[config.mk]
export PLATFORM = sky130hd
export DESIGN_NAME = wlcl_prep
export DESIGN_NICKNAME = d
export VERILOG_FILES = /design/src/design/assert_macros.svh /design/src/design/wlcl_pkg.sv /design/src/design/wlcl_prep.sv
export SDC_FILE = /design/constraint.sdc
export NUM_CORES = 1
export LEC_CHECK = 0
export BUFFER_PORTS_ARGS = -buffer_cell sky130_fd_sc_hd__buf_2
export CAP_MARGIN = 30
export CORE_ASPECT_RATIO = 1.25
export CORE_UTILIZATION = 32
export CTS_CLUSTER_DIAMETER = 40
export CTS_CLUSTER_SIZE = 12
export DETAILED_ROUTE_END_ITERATION = 6
export GPL_TIMING_DRIVEN = 0
export PLACE_DENSITY = 0.63
export SETUP_SLACK_MARGIN = 0.5
export SYNTH_ARGS = -nofsm -noshare
export SYNTH_HDL_FRONTEND = slang
export SYNTH_SLANG_ARGS = --single-unit
[constraint.sdc]
create_clock -name clock -period 6.1 [get_ports clock]
set_clock_uncertainty 0.05 [all_clocks]
set_input_delay 1.22 -clock clock [delete_from_list [all_inputs] [get_ports clock]]
set_output_delay 1.22 -clock clock [all_outputs]
set_load 0.05 [all_outputs]
[src/design/assert_macros.svh]
// Assertion helpers used by the window/level lookup divider stage.
`ifndef ASSERT_MACROS_SVH
`define ASSERT_MACROS_SVH
`ifndef SYNTH
`define WLCL_ASSERT_IMPL(label, clk, rst, ante, cons) \
   label: assert property (@(posedge clk) disable iff (rst) (ante) |-> (cons)) \
      else $error("wlcl: same-cycle check failed");
`define WLCL_ASSERT_NEXT(label, clk, rst, ante, cons) \
   label: assert property (@(posedge clk) disable iff (rst) (ante) |=> (cons)) \
      else $error("wlcl: next-cycle check failed");
`else
`define WLCL_ASSERT_IMPL(label, clk, rst, ante, cons)
`define WLCL_ASSERT_NEXT(label, clk, rst, ante, cons)
`endif
`endif

[src/design/wlcl_pkg.sv]
package wlcl_pkg;

   localparam int PIX_W         = 8;
   localparam int CSR_INDEX_W   = 2;
   localparam int STEPS_PER_DIV = 2;

   // register indexes
   localparam logic [CSR_INDEX_W-1:0] CSR_BLACK   = 2'd0;
   localparam logic [CSR_INDEX_W-1:0] CSR_WHITE   = 2'd1;
   localparam logic [CSR_INDEX_W-1:0] CSR_REVERSE = 2'd2;
   localparam logic [CSR_INDEX_W-1:0] CSR_MODE    = 2'd3;

   // colour modes; any other code behaves as identity
   localparam logic [1:0] MODE_GRAY       = 2'd0;
   localparam logic [1:0] MODE_RAMP_TABLE = 2'd1;
   localparam logic [1:0] MODE_IDENTITY   = 2'd2;

   // request kinds
   localparam logic REQ_MAP   = 1'b0;
   localparam logic REQ_WRITE = 1'b1;

   localparam logic [PIX_W-1:0] PIX_MAX = 8'd255;

   typedef enum logic [1:0] {
      REGION_RAMP,
      REGION_LOW,
      REGION_HIGH
   } region_type;

   typedef struct packed {
      logic [PIX_W-1:0] black;
      logic [PIX_W-1:0] white;
      logic             reverse;
      logic [1:0]       mode;
   } cfg_type;

   typedef struct packed {
      logic             is_write;
      region_type       region;
      logic [PIX_W-1:0] pixel;
      logic [PIX_W-1:0] rem;
      logic [PIX_W-1:0] dsr;
      logic [PIX_W-1:0] quo;
      logic [PIX_W-1:0] entry_index;
      logic [PIX_W-1:0] entry_red;
      logic [PIX_W-1:0] entry_green;
      logic [PIX_W-1:0] entry_blue;
   } item_type;

endpackage

[src/design/wlcl_prep.sv]
module wlcl_prep (
   input  logic                        clock,
   input  logic                        reset,
   input  wlcl_pkg::cfg_type           cfg,
   input  logic                        in_valid,
   output logic                        in_ready,
   input  logic                        in_req_type,
   input  logic [wlcl_pkg::PIX_W-1:0]  in_gray_value,
   input  logic [wlcl_pkg::PIX_W-1:0]  in_entry_index,
   input  logic [wlcl_pkg::PIX_W-1:0]  in_entry_red,
   input  logic [wlcl_pkg::PIX_W-1:0]  in_entry_green,
   input  logic [wlcl_pkg::PIX_W-1:0]  in_entry_blue,
   output logic                        out_valid,
   input  logic                        out_ready,
   output wlcl_pkg::item_type          out_item
);

   logic                       valid_ff;
   wlcl_pkg::item_type         item_ff;
   wlcl_pkg::item_type         item_in;
   logic [wlcl_pkg::PIX_W-1:0] black_clamped;

   assign in_ready  = !valid_ff || out_ready;
   assign out_valid = valid_ff;
   assign out_item  = item_ff;

   always_comb begin
      // limit black to white, then sort the pixel into one of three regions
      black_clamped = (cfg.black > cfg.white) ? cfg.white : cfg.black;
      item_in             = '0;
      item_in.is_write    = (in_req_type == wlcl_pkg::REQ_WRITE);
      item_in.pixel       = in_gray_value;
      item_in.rem         = in_gray_value - black_clamped;
      item_in.dsr         = cfg.white - black_clamped;
      item_in.quo         = '0;
      item_in.entry_index = in_entry_index;
      item_in.entry_red   = in_entry_red;
      item_in.entry_green = in_entry_green;
      item_in.entry_blue  = in_entry_blue;
      if (in_gray_value < black_clamped) begin
         item_in.region = wlcl_pkg::REGION_LOW;
      end else if (in_gray_value >= cfg.white) begin
         item_in.region = wlcl_pkg::REGION_HIGH;
      end else begin
         item_in.region = wlcl_pkg::REGION_RAMP;
      end
   end

   always_ff @(posedge clock) begin
      if (reset) begin
         valid_ff <= 1'b0;
      end else if (in_ready) begin
         valid_ff <= in_valid;
      end
   end

   always_ff @(posedge clock) begin
      if (in_valid && in_ready) begin
         item_ff <= item_in;
      end
   end

endmodule

==> run metrics <==
die width=90.98 um; Netlist cell types=slightly below 50; cts bufs inserted=9; WP data arrival=4.77 ns; Fill cells=around 940; vias in the first global route=between 2000 and 2500; CP max FO=10; GR Overflow Total=0; Worst Setup SP=cfg[4]; Final period util=77.81%; CTS tree=done; final worst slack=between 1 and 1.5 ns; Hold WC Path Type=reg2reg; post-synth top area share=55.95%; # setup viols final=0; clk_lat worst skew=roughly 0.32 ns; max cap viols=0; CTS clk-pin slew, worst paths=0.05 ns; clk root buf=clkbuf_16; setup TNS=0 ns; post-CTS sizing=0; Pleak=0.001868 uW; WP data required=6.13 ns; post-route ant nets=0; pin count of the biggest net entering global routing=42; ys async rst share=0%; clock sink total=60; Synth Warn #=0; Max VDD drop=0.0001016 V; synthesized area per cell=about 13 um^2; Crit. End Element=register; number of port buffers=around 120; sequential fraction of the synthesis area=56.58%; core area=9609 um^2; #FFs+latches synth=60; routed len/inst=13.29 um; final hold vios=0; Post-Syn Instances=243; status=complete, no violations; DR vias=~2400; most frequent cell after synthesis=edfxtp_1; Area growth, synth to finish=34.14%; initial antenna violation count=0; Setup Fix Bufs, Post-CTS=0; Cell Rows=40; clk buf depth=2; share of post-route cells with drive strength above 1=between 40% and 50%; Synth top cells by count=edfxtp_1 (59), ha_1 (23), inv_1 (16); Post-Syn Area=3167 um^2; die height=between 100 and 150 um; Most used DFF post-synth=edfxtp_1; Ant. Diodes=0; Peak Freq=roughly 210 MHz; hold buffers post-CTS=0; largest area contributor in the netlist=edfxtp_1; Die Area=roughly 10000 um^2; starting density of the core=32.96%; Slew @ Worst Pin=0.5027 ns; RSZ-0062 raised after global routing=no; Slew Viols, Final=0; startpoint types=primary input; HP Start=out_valid; Crit Path Class=in2reg; IO Pins=between 100 and 150; drt pass-1 iters=4; minimum clock period=between 4 and 5 ns; reg2reg start=out_valid; GP Congestion=0.7515; wire length of the first global-routing pass=10.65 mm; Pwr Density=312.7 nW/um^2; Layout Nets=470; DRT iter0 DRCs=between 100 and 150; vias per inst=4.623; Post-DP HPWL=5.295 mm; Area contributors post-synth=edfxtp_1 (56%), ha_1 (9.1%), xnor2_1 (2.8%), buf_4 (2.1%), inv_1 (1.9%); number of flops mapped to enable cells by yosys=59; relative slew slack=65.53%; GRT Overall Usage=between 10 and 15%; # DRC=0; Detailed Route WL=6.829 mm; pre-CTS setup slack=about 1.0 ns; Max H-tree Level=3
==> through the flow <==
step / instances / area, um^2 / util (%) / total power, uW / hold slack, ns
6_report: 514 / 4248 / 44.21 / 1328 / 0.4639
5_1_grt: 514 / 4248 / 44.21 / 1394 / 0.4953
4_1_cts: 514 / 4248 / 44.21 / 1347 / 0.4726
3_5_place_dp: 498 / 3978 / 41.39 / 887.1 / 0.4630
3_3_place_gp: 497 / 3956 / 41.17 / 881.7 / 0.4395
2_1_floorplan: 250 / 3193 / - / 796.3 / 1.064
==> power by group <==
| part | total, uW | switching [uW] | leakage [uW] | internal, uW |
|---|---|---|---|---|
| clock network | 453 | 177 | 0.000126 | 276 |
| registers | 512 | 7.85 | 0.000580 | 504 |
| logic | 364 | 254 | 0.00116 | 110 |
==> final cells by class <==
cell class | count | area [um^2] | share of cell area [%]
clock buffer | 11 | 232.7 | 5.479
tap | 126 | 157.7 | 3.711
inverter | 16 | 60.06 | 1.414
multi-input combinational | 163 | 1267 | 29.84
buffer | 11 | 75.07 | 1.767
sequential | 60 | 1792 | 42.18
clock inverter | 5 | 37.54 | 0.8837
timing repair buffer | 122 | 625.6 | 14.73
==> cell usage in the layout, fill, tap and decap left out, drive strengths merged, types with 5 or more instances in the layout <==
cell | synthesis | routed
buf | 10 | 132
edfxtp | 59 | 59
ha | 23 | 23
inv | 16 | 17
o21ai | 16 | 16
nor2 | 14 | 14
a21oi | 12 | 12
clkbuf | 1 | 12
xnor2 | 10 | 10
nor2b | 9 | 9
nand2 | 9 | 9
conb | 1 | 8
xor2 | 6 | 6
o211ai | 6 | 6
nand2b | 5 | 5
o31ai | 5 | 5
mux2i | 5 | 5
==> path summary, 6_finish.rpt <==
kind	cells past startpoint	to	slack [ns]
hold reg to reg	2	out_valid	0.46
hold / removal	2	out_valid	0.46
setup / recovery	18	out_item[46]	1.35
setup reg to reg	3	out_item[29]	4.55
==> worst max-delay path, stage by stage <==
cell      delay, ns
buf_2          0.12
inv_1          0.19
ha_1           0.28
and4_1         0.21
nand2_1        0.19
nand2_1        0.15
nand2_1        0.17
clkbuf_1       0.39
o21ai_0        0.23
ha_1           0.26
inv_1          0.08
ha_1           0.24
a31oi_1        0.06
a21o_1         0.20
maj3_1         0.37
a21oi_1        0.15
a22oi_1        0.10
xnor2_1        0.15
==> metal layers <==
| layer | part of all wire (%) | vias to the layer above | track usage, % |
|---|---|---|---|
| met5 | 0 | - | 0 |
| met4 | 1.6 | 0 | 6.984 |
| met3 | 8.3 | 11 | 4.772 |
| met2 | 48 | 114 | 22.93 |
| met1 | 42 | 1077 | 15.60 |
| li1 | - | 1174 | - |
==> state kept, by name, summed over array words and instances (netlist names) <==
| name | cells |
|---|---|
| out_item | 59 |
| out_valid | 1 |
==> cell families (layout without fill, tap and decap cells) <==
kind of cell	count (synthesis)	in the layout	synth area share, %
adder cells (fa/ha/maj)	27	27	10.39
AND/OR/NAND/NOR	48	48	8.020
multiplexers	5	5	1.699
flip-flops	60	60	56.58
AO/OA/AOI/OAI	58	58	13.79
other	1	8	0.1184
buffers and inverters	27	165	4.267
XOR/XNOR	17	17	5.136
(Power assumes the default switching activity.)
