--- config.mk ---
export PLATFORM = sky130hd
export DESIGN_NAME = wlcl_div_stage
export DESIGN_NICKNAME = d
export VERILOG_FILES = /design/src/design/wlcl_pkg.sv /design/src/design/wlcl_div_stage.sv
export VERILOG_INCLUDE_DIRS = /design/src /design/src/design
export SDC_FILE = /design/constraint.sdc
export NUM_CORES = 1
export LEC_CHECK = 0
export ABC_CLOCK_PERIOD_IN_PS = 3300
export BUFFER_PORTS_ARGS = -buffer_cell sky130_fd_sc_hd__buf_2
export CAP_MARGIN = 20
export CORE_ASPECT_RATIO = 2
export CORE_MARGIN = 3
export CORE_UTILIZATION = 31
export CTS_BUF_LIST = sky130_fd_sc_hd__clkbuf_2
export DETAILED_ROUTE_END_ITERATION = 16
export PLACE_DENSITY = 0.67
export SYNTH_ARGS = -nofsm -noshare
export SYNTH_HDL_FRONTEND = slang
export SYNTH_SLANG_ARGS = --single-unit
--- constraint.sdc ---
create_clock -name clock -period 3.3 [get_ports clock]
set_input_delay 0.165 -clock clock [delete_from_list [all_inputs] [get_ports clock]]
set_output_delay 0.165 -clock clock [all_outputs]
set_load 0.05 [all_outputs]
--- src/design/assert_macros.svh ---
// Assertion helpers used by the window/level lookup divider stage.
`ifndef ASSERT_MACROS_SVH
`define ASSERT_MACROS_SVH
`ifndef SYNTH
`define WLCL_ASSERT_IMPL(label, clk, rst, ante, cons) \
   label: assert property (@(posedge clk) disable iff (rst) (ante) |-> (cons)) \
      else $error("wlcl: same-cycle check failed");
`define WLCL_ASSERT_NEXT(label, clk, rst, ante, cons) \
   label: assert property (@(posedge clk) disable iff (rst) (ante) |=> (cons)) \
      else $error("wlcl: next-cycle check failed");
`else
`define WLCL_ASSERT_IMPL(label, clk, rst, ante, cons)
`define WLCL_ASSERT_NEXT(label, clk, rst, ante, cons)
`endif
`endif

--- src/design/wlcl_pkg.sv ---
package wlcl_pkg;

   localparam int PIX_W         = 8;
   localparam int CSR_INDEX_W   = 2;
   localparam int STEPS_PER_DIV = 2;

   // register indexes
   localparam logic [CSR_INDEX_W-1:0] CSR_BLACK   = 2'd0;
   localparam logic [CSR_INDEX_W-1:0] CSR_WHITE   = 2'd1;
   localparam logic [CSR_INDEX_W-1:0] CSR_REVERSE = 2'd2;
   localparam logic [CSR_INDEX_W-1:0] CSR_MODE    = 2'd3;

   // colour modes; any other code behaves as identity
   localparam logic [1:0] MODE_GRAY       = 2'd0;
   localparam logic [1:0] MODE_RAMP_TABLE = 2'd1;
   localparam logic [1:0] MODE_IDENTITY   = 2'd2;

   // request kinds
   localparam logic REQ_MAP   = 1'b0;
   localparam logic REQ_WRITE = 1'b1;

   localparam logic [PIX_W-1:0] PIX_MAX = 8'd255;

   typedef enum logic [1:0] {
      REGION_RAMP,
      REGION_LOW,
      REGION_HIGH
   } region_type;

   typedef struct packed {
      logic [PIX_W-1:0] black;
      logic [PIX_W-1:0] white;
      logic             reverse;
      logic [1:0]       mode;
   } cfg_type;

   typedef struct packed {
      logic             is_write;
      region_type       region;
      logic [PIX_W-1:0] pixel;
      logic [PIX_W-1:0] rem;
      logic [PIX_W-1:0] dsr;
      logic [PIX_W-1:0] quo;
      logic [PIX_W-1:0] entry_index;
      logic [PIX_W-1:0] entry_red;
      logic [PIX_W-1:0] entry_green;
      logic [PIX_W-1:0] entry_blue;
   } item_type;

endpackage

--- src/design/wlcl_div_stage.sv ---
`include "assert_macros.svh"

module wlcl_div_stage (
   input  logic               clock,
   input  logic               reset,
   input  logic               in_valid,
   output logic               in_ready,
   input  wlcl_pkg::item_type in_item,
   output logic               out_valid,
   input  logic               out_ready,
   output wlcl_pkg::item_type out_item
);

   logic                       valid_ff;
   wlcl_pkg::item_type         item_ff;
   wlcl_pkg::item_type         item_in;
   logic [wlcl_pkg::PIX_W:0]   shifted;
   logic [wlcl_pkg::PIX_W-1:0] rem_step;
   logic [wlcl_pkg::PIX_W-1:0] quo_step;

   assign in_ready  = !valid_ff || out_ready;
   assign out_valid = valid_ff;
   assign out_item  = item_ff;

   // restoring division, a fixed number of quotient bits per stage
   always_comb begin
      item_in  = in_item;
      rem_step = in_item.rem;
      quo_step = in_item.quo;
      shifted  = '0;
      for (int s = 0; s < wlcl_pkg::STEPS_PER_DIV; s++) begin
         shifted = {rem_step, 1'b0};
         if (shifted >= {1'b0, in_item.dsr}) begin
            shifted  = shifted - {1'b0, in_item.dsr};
            quo_step = {quo_step[wlcl_pkg::PIX_W-2:0], 1'b1};
         end else begin
            quo_step = {quo_step[wlcl_pkg::PIX_W-2:0], 1'b0};
         end
         rem_step = shifted[wlcl_pkg::PIX_W-1:0];
      end
      item_in.rem = rem_step;
      item_in.quo = quo_step;
   end

   always_ff @(posedge clock) begin
      if (reset) begin
         valid_ff <= 1'b0;
      end else if (in_ready) begin
         valid_ff <= in_valid;
      end
   end

   always_ff @(posedge clock) begin
      if (in_valid && in_ready) begin
         item_ff <= item_in;
      end
   end

   `WLCL_ASSERT_IMPL(rem_below_divisor, clock, reset, valid_ff && !item_ff.is_write && item_ff.region == wlcl_pkg::REGION_RAMP, item_ff.rem < item_ff.dsr)
   `WLCL_ASSERT_NEXT(stalled_item_held, clock, reset, valid_ff && !out_ready, valid_ff && $stable(item_ff))
   `WLCL_ASSERT_NEXT(taken_item_stored, clock, reset, in_valid && in_ready, valid_ff)

endmodule

==> out/qor.txt <==
Status: finished clean
Most frequent cells after synthesis: edfxtp_1, ha_1, nor2_1, inv_1, nand2_1
Hold Path Class: input port to flip-flop
TritonCTS clock tree: done
Req. time, crit path: 3.52 ns
Finished Layout Cells: 559
Largest net degree at the start of global routing: 33
Synthesized instance count: 189
Avg Vias per Cell: 4.65
# IOs: 140
Longest Clk Path Bufs: 2
# clock sinks: 68
Total track usage: 0.151
Fill count: 767
Root buffer cell: clkbuf_2
Hold Vio Cnt, Final: 0
Cells taking the most area after synthesis: edfxtp_1, ha_1, mux2_4
# DRC: 0
Final setup violation count: 0
Row count: 49
CP max FO: 5
Startpoint types: input port
Total iterations of the first detailed-routing run: 4
RePlAce Congestion: 0.825
Async set-reset flop share out of synthesis: 0
FF+latch count, synth: 68
Number of synthesized flops with an enable pin: 67
Arr. time, crit path: 3.22 ns
PwrDens: 461 nW/µm²
Post-synth net total: 276
Vias: 2600
Yosys top cell area share: 0.678
Placed insts: 477
Worst Skew: 0.0307 ns
CP endpoint kind: flip-flop
Met1 GRT Util: 0.115
Grt met2 use: 0.312
Mapped Area: 2970 µm²
Sequential-to-total area share from yosys stat: 0.685
Clock slew at reported path FFs: 0.18 ns
Initial Utilization: 0.325
Die width: 75.2 µm
Synth unique cells: 48
Main synth FF type: edfxtp_1
Area of the core: 9140 µm²
Met3 GRT Util: 0.0320
Final global-route overflow total: 0
Final min period: 3.00 ns
Relative slew slack: 0.734
Port bufs: 137
First-pass GRT wire length: 12100 µm
Max Cap Viol: 0
Fin nets: 538
Maximum VDD drop: 149 µV
First DRT Iteration DRCs: 57
Detailed placement HPWL: 6190 µm
RSZ-0062 raised after global routing: false
Post-route ant nets: 0
Layout cells sized above 1: 0.533
Setup CP Type: input port to flip-flop
Count of pins over their slew limit: 0
Vias in the first global route: 2716
GR peak layer: met2
Most used standard cell by instance count after synthesis: edfxtp_1
Worst slew pin tran: 0.396 ns
Die Y: 144 µm
Leak: 2.25 nW
Top cell type by total area after synthesis: edfxtp_1
Max Clk Rate: 334 MHz
Syn avg cell area: 15.7 µm²
Total power: 2.33 mW
H-Tree Depth: 3
Full die area: 10900 µm²
Post-Route WL: 8340 µm
Num CTS Buffers: 9
Syn-to-layout area delta: 70.3%
Wirelength per Cell: 14.9 µm
Later-pin clock latency in the skew report: 0.49 ns
Final period util: 0.908
Initial antenna violation count: 1
Synth Warn #: 0
==> repair_timing <==
action	4_1_cts	5_1_grt
gates resized for setup	0	14
hold endpoints to repair	58	1
setup buffers	0	5
setup endpoints to repair	0	7
hold buffers	59	1
==> state kept, by name (all words and copies together) (netlist names) <==
register and count:
out_valid 1, out_item 67
==> report_power, final <==
group / internal (mW) / leakage [nW] / switching [mW] / total, mW
Combinational: 0.395 / 1.53 / 0.514 / 0.908
Sequential: 1.04 / 0.655 / 0.0140 / 1.05
Clock: 0.109 / 0.0596 / 0.262 / 0.370
Total: 1.54 / 2.25 / 0.789 / 2.33
==> worst max-delay path: stages <==
cell,delay [ns]
buf_2,0.11
clkinvlp_4,0.13
ha_4,0.26
a21o_1,0.15
nand2_1,0.08
nand4b_1,0.19
a21boi_4,0.28
mux2_4,0.35
ha_4,0.17
or3_4,0.38
o211a_1,0.24
o21ai_2,0.19
o211ai_4,0.17
buf_12,0.17
nand3_1,0.09
o311ai_2,0.11
==> cells in the final DEF, fill, tap and decap left out, drive strengths merged, types with 2 or more instances in the layout <==
master,count
buf,194
edfxtp,67
dlygate4sd3,59
ha,15
clkbuf,14
nor2,11
inv,9
o21ai,9
a21oi,8
nand2,7
mux2,7
o21a,4
nand2b,4
xnor2,4
a21o,3
xor2,3
o211a,3
nor3,3
a211oi,3
o211ai,3
clkinvlp,2
and2,2
clkinv,2
==> cell families (layout without fill, tap and decap cells) <==
| logic type | count (synthesis) | after routing | synth area share |
|---|---|---|---|
| AOI/OAI and AO/OA | 41 | 41 | 0.109 |
| xor gates and xnor gates | 7 | 7 | 0.0207 |
| adders and majority gates | 16 | 16 | 0.0700 |
| buffers and inverters | 13 | 280 | 0.0219 |
| DFF | 68 | 68 | 0.685 |
| muxes | 7 | 7 | 0.0304 |
| other | 0 | 1 | 0 |
| and+or+nand+nor | 37 | 37 | 0.0637 |
==> stage by stage <==
stage | setup TNS, ns | utilization | worst slack, ns | instance area, µm² | hold slack [ns]
2_1_floorplan | -0.0703 | - | -0.0703 | 3050 | 0.234
3_3_place_gp | -1.25 | 0.464 | -0.186 | 4240 | 0.320
3_5_place_dp | -2.12 | 0.464 | -0.291 | 4240 | 0.327
4_1_cts | 0 | 0.537 | 0.0257 | 4910 | 0.172
5_1_grt | 0 | 0.553 | 0.193 | 5050 | 0.171
6_report | 0 | 0.553 | 0.304 | 5050 | 0.194
==> worst paths after layout <==
check / startpoint / to / slack [ns] / depth (start not counted)
worst max-delay path: in_item[43] / out_item[49] / 0.30 / 16
worst min-delay path: in_item[40] / out_item[48] / 0.19 / 4
worst max register to register: out_valid / out_item[44] / 1.68 / 3
worst min register to register: out_valid / out_item[0] / 0.99 / 2
==> metal layers <==
metal	up-vias	wire length, µm
met5	-	0
met4	0	280
met3	19	483
met2	91	5070
met1	1236	2510
li1	1254	-
==> area by class of cell <==
cell class                 instances  area [µm²]  area share
tap                              102         128      0.0253
antenna                            1        2.50    0.000495
timing repair buffer             254        1760       0.348
clock inverter                     3        16.3     0.00322
clock buffer                      13        65.1      0.0129
sequential                        68        2030       0.402
multi-input combinational        108        1010       0.199
inverter                          10        46.3     0.00916
No activity file was read; power rests on OpenSTA's default activity.
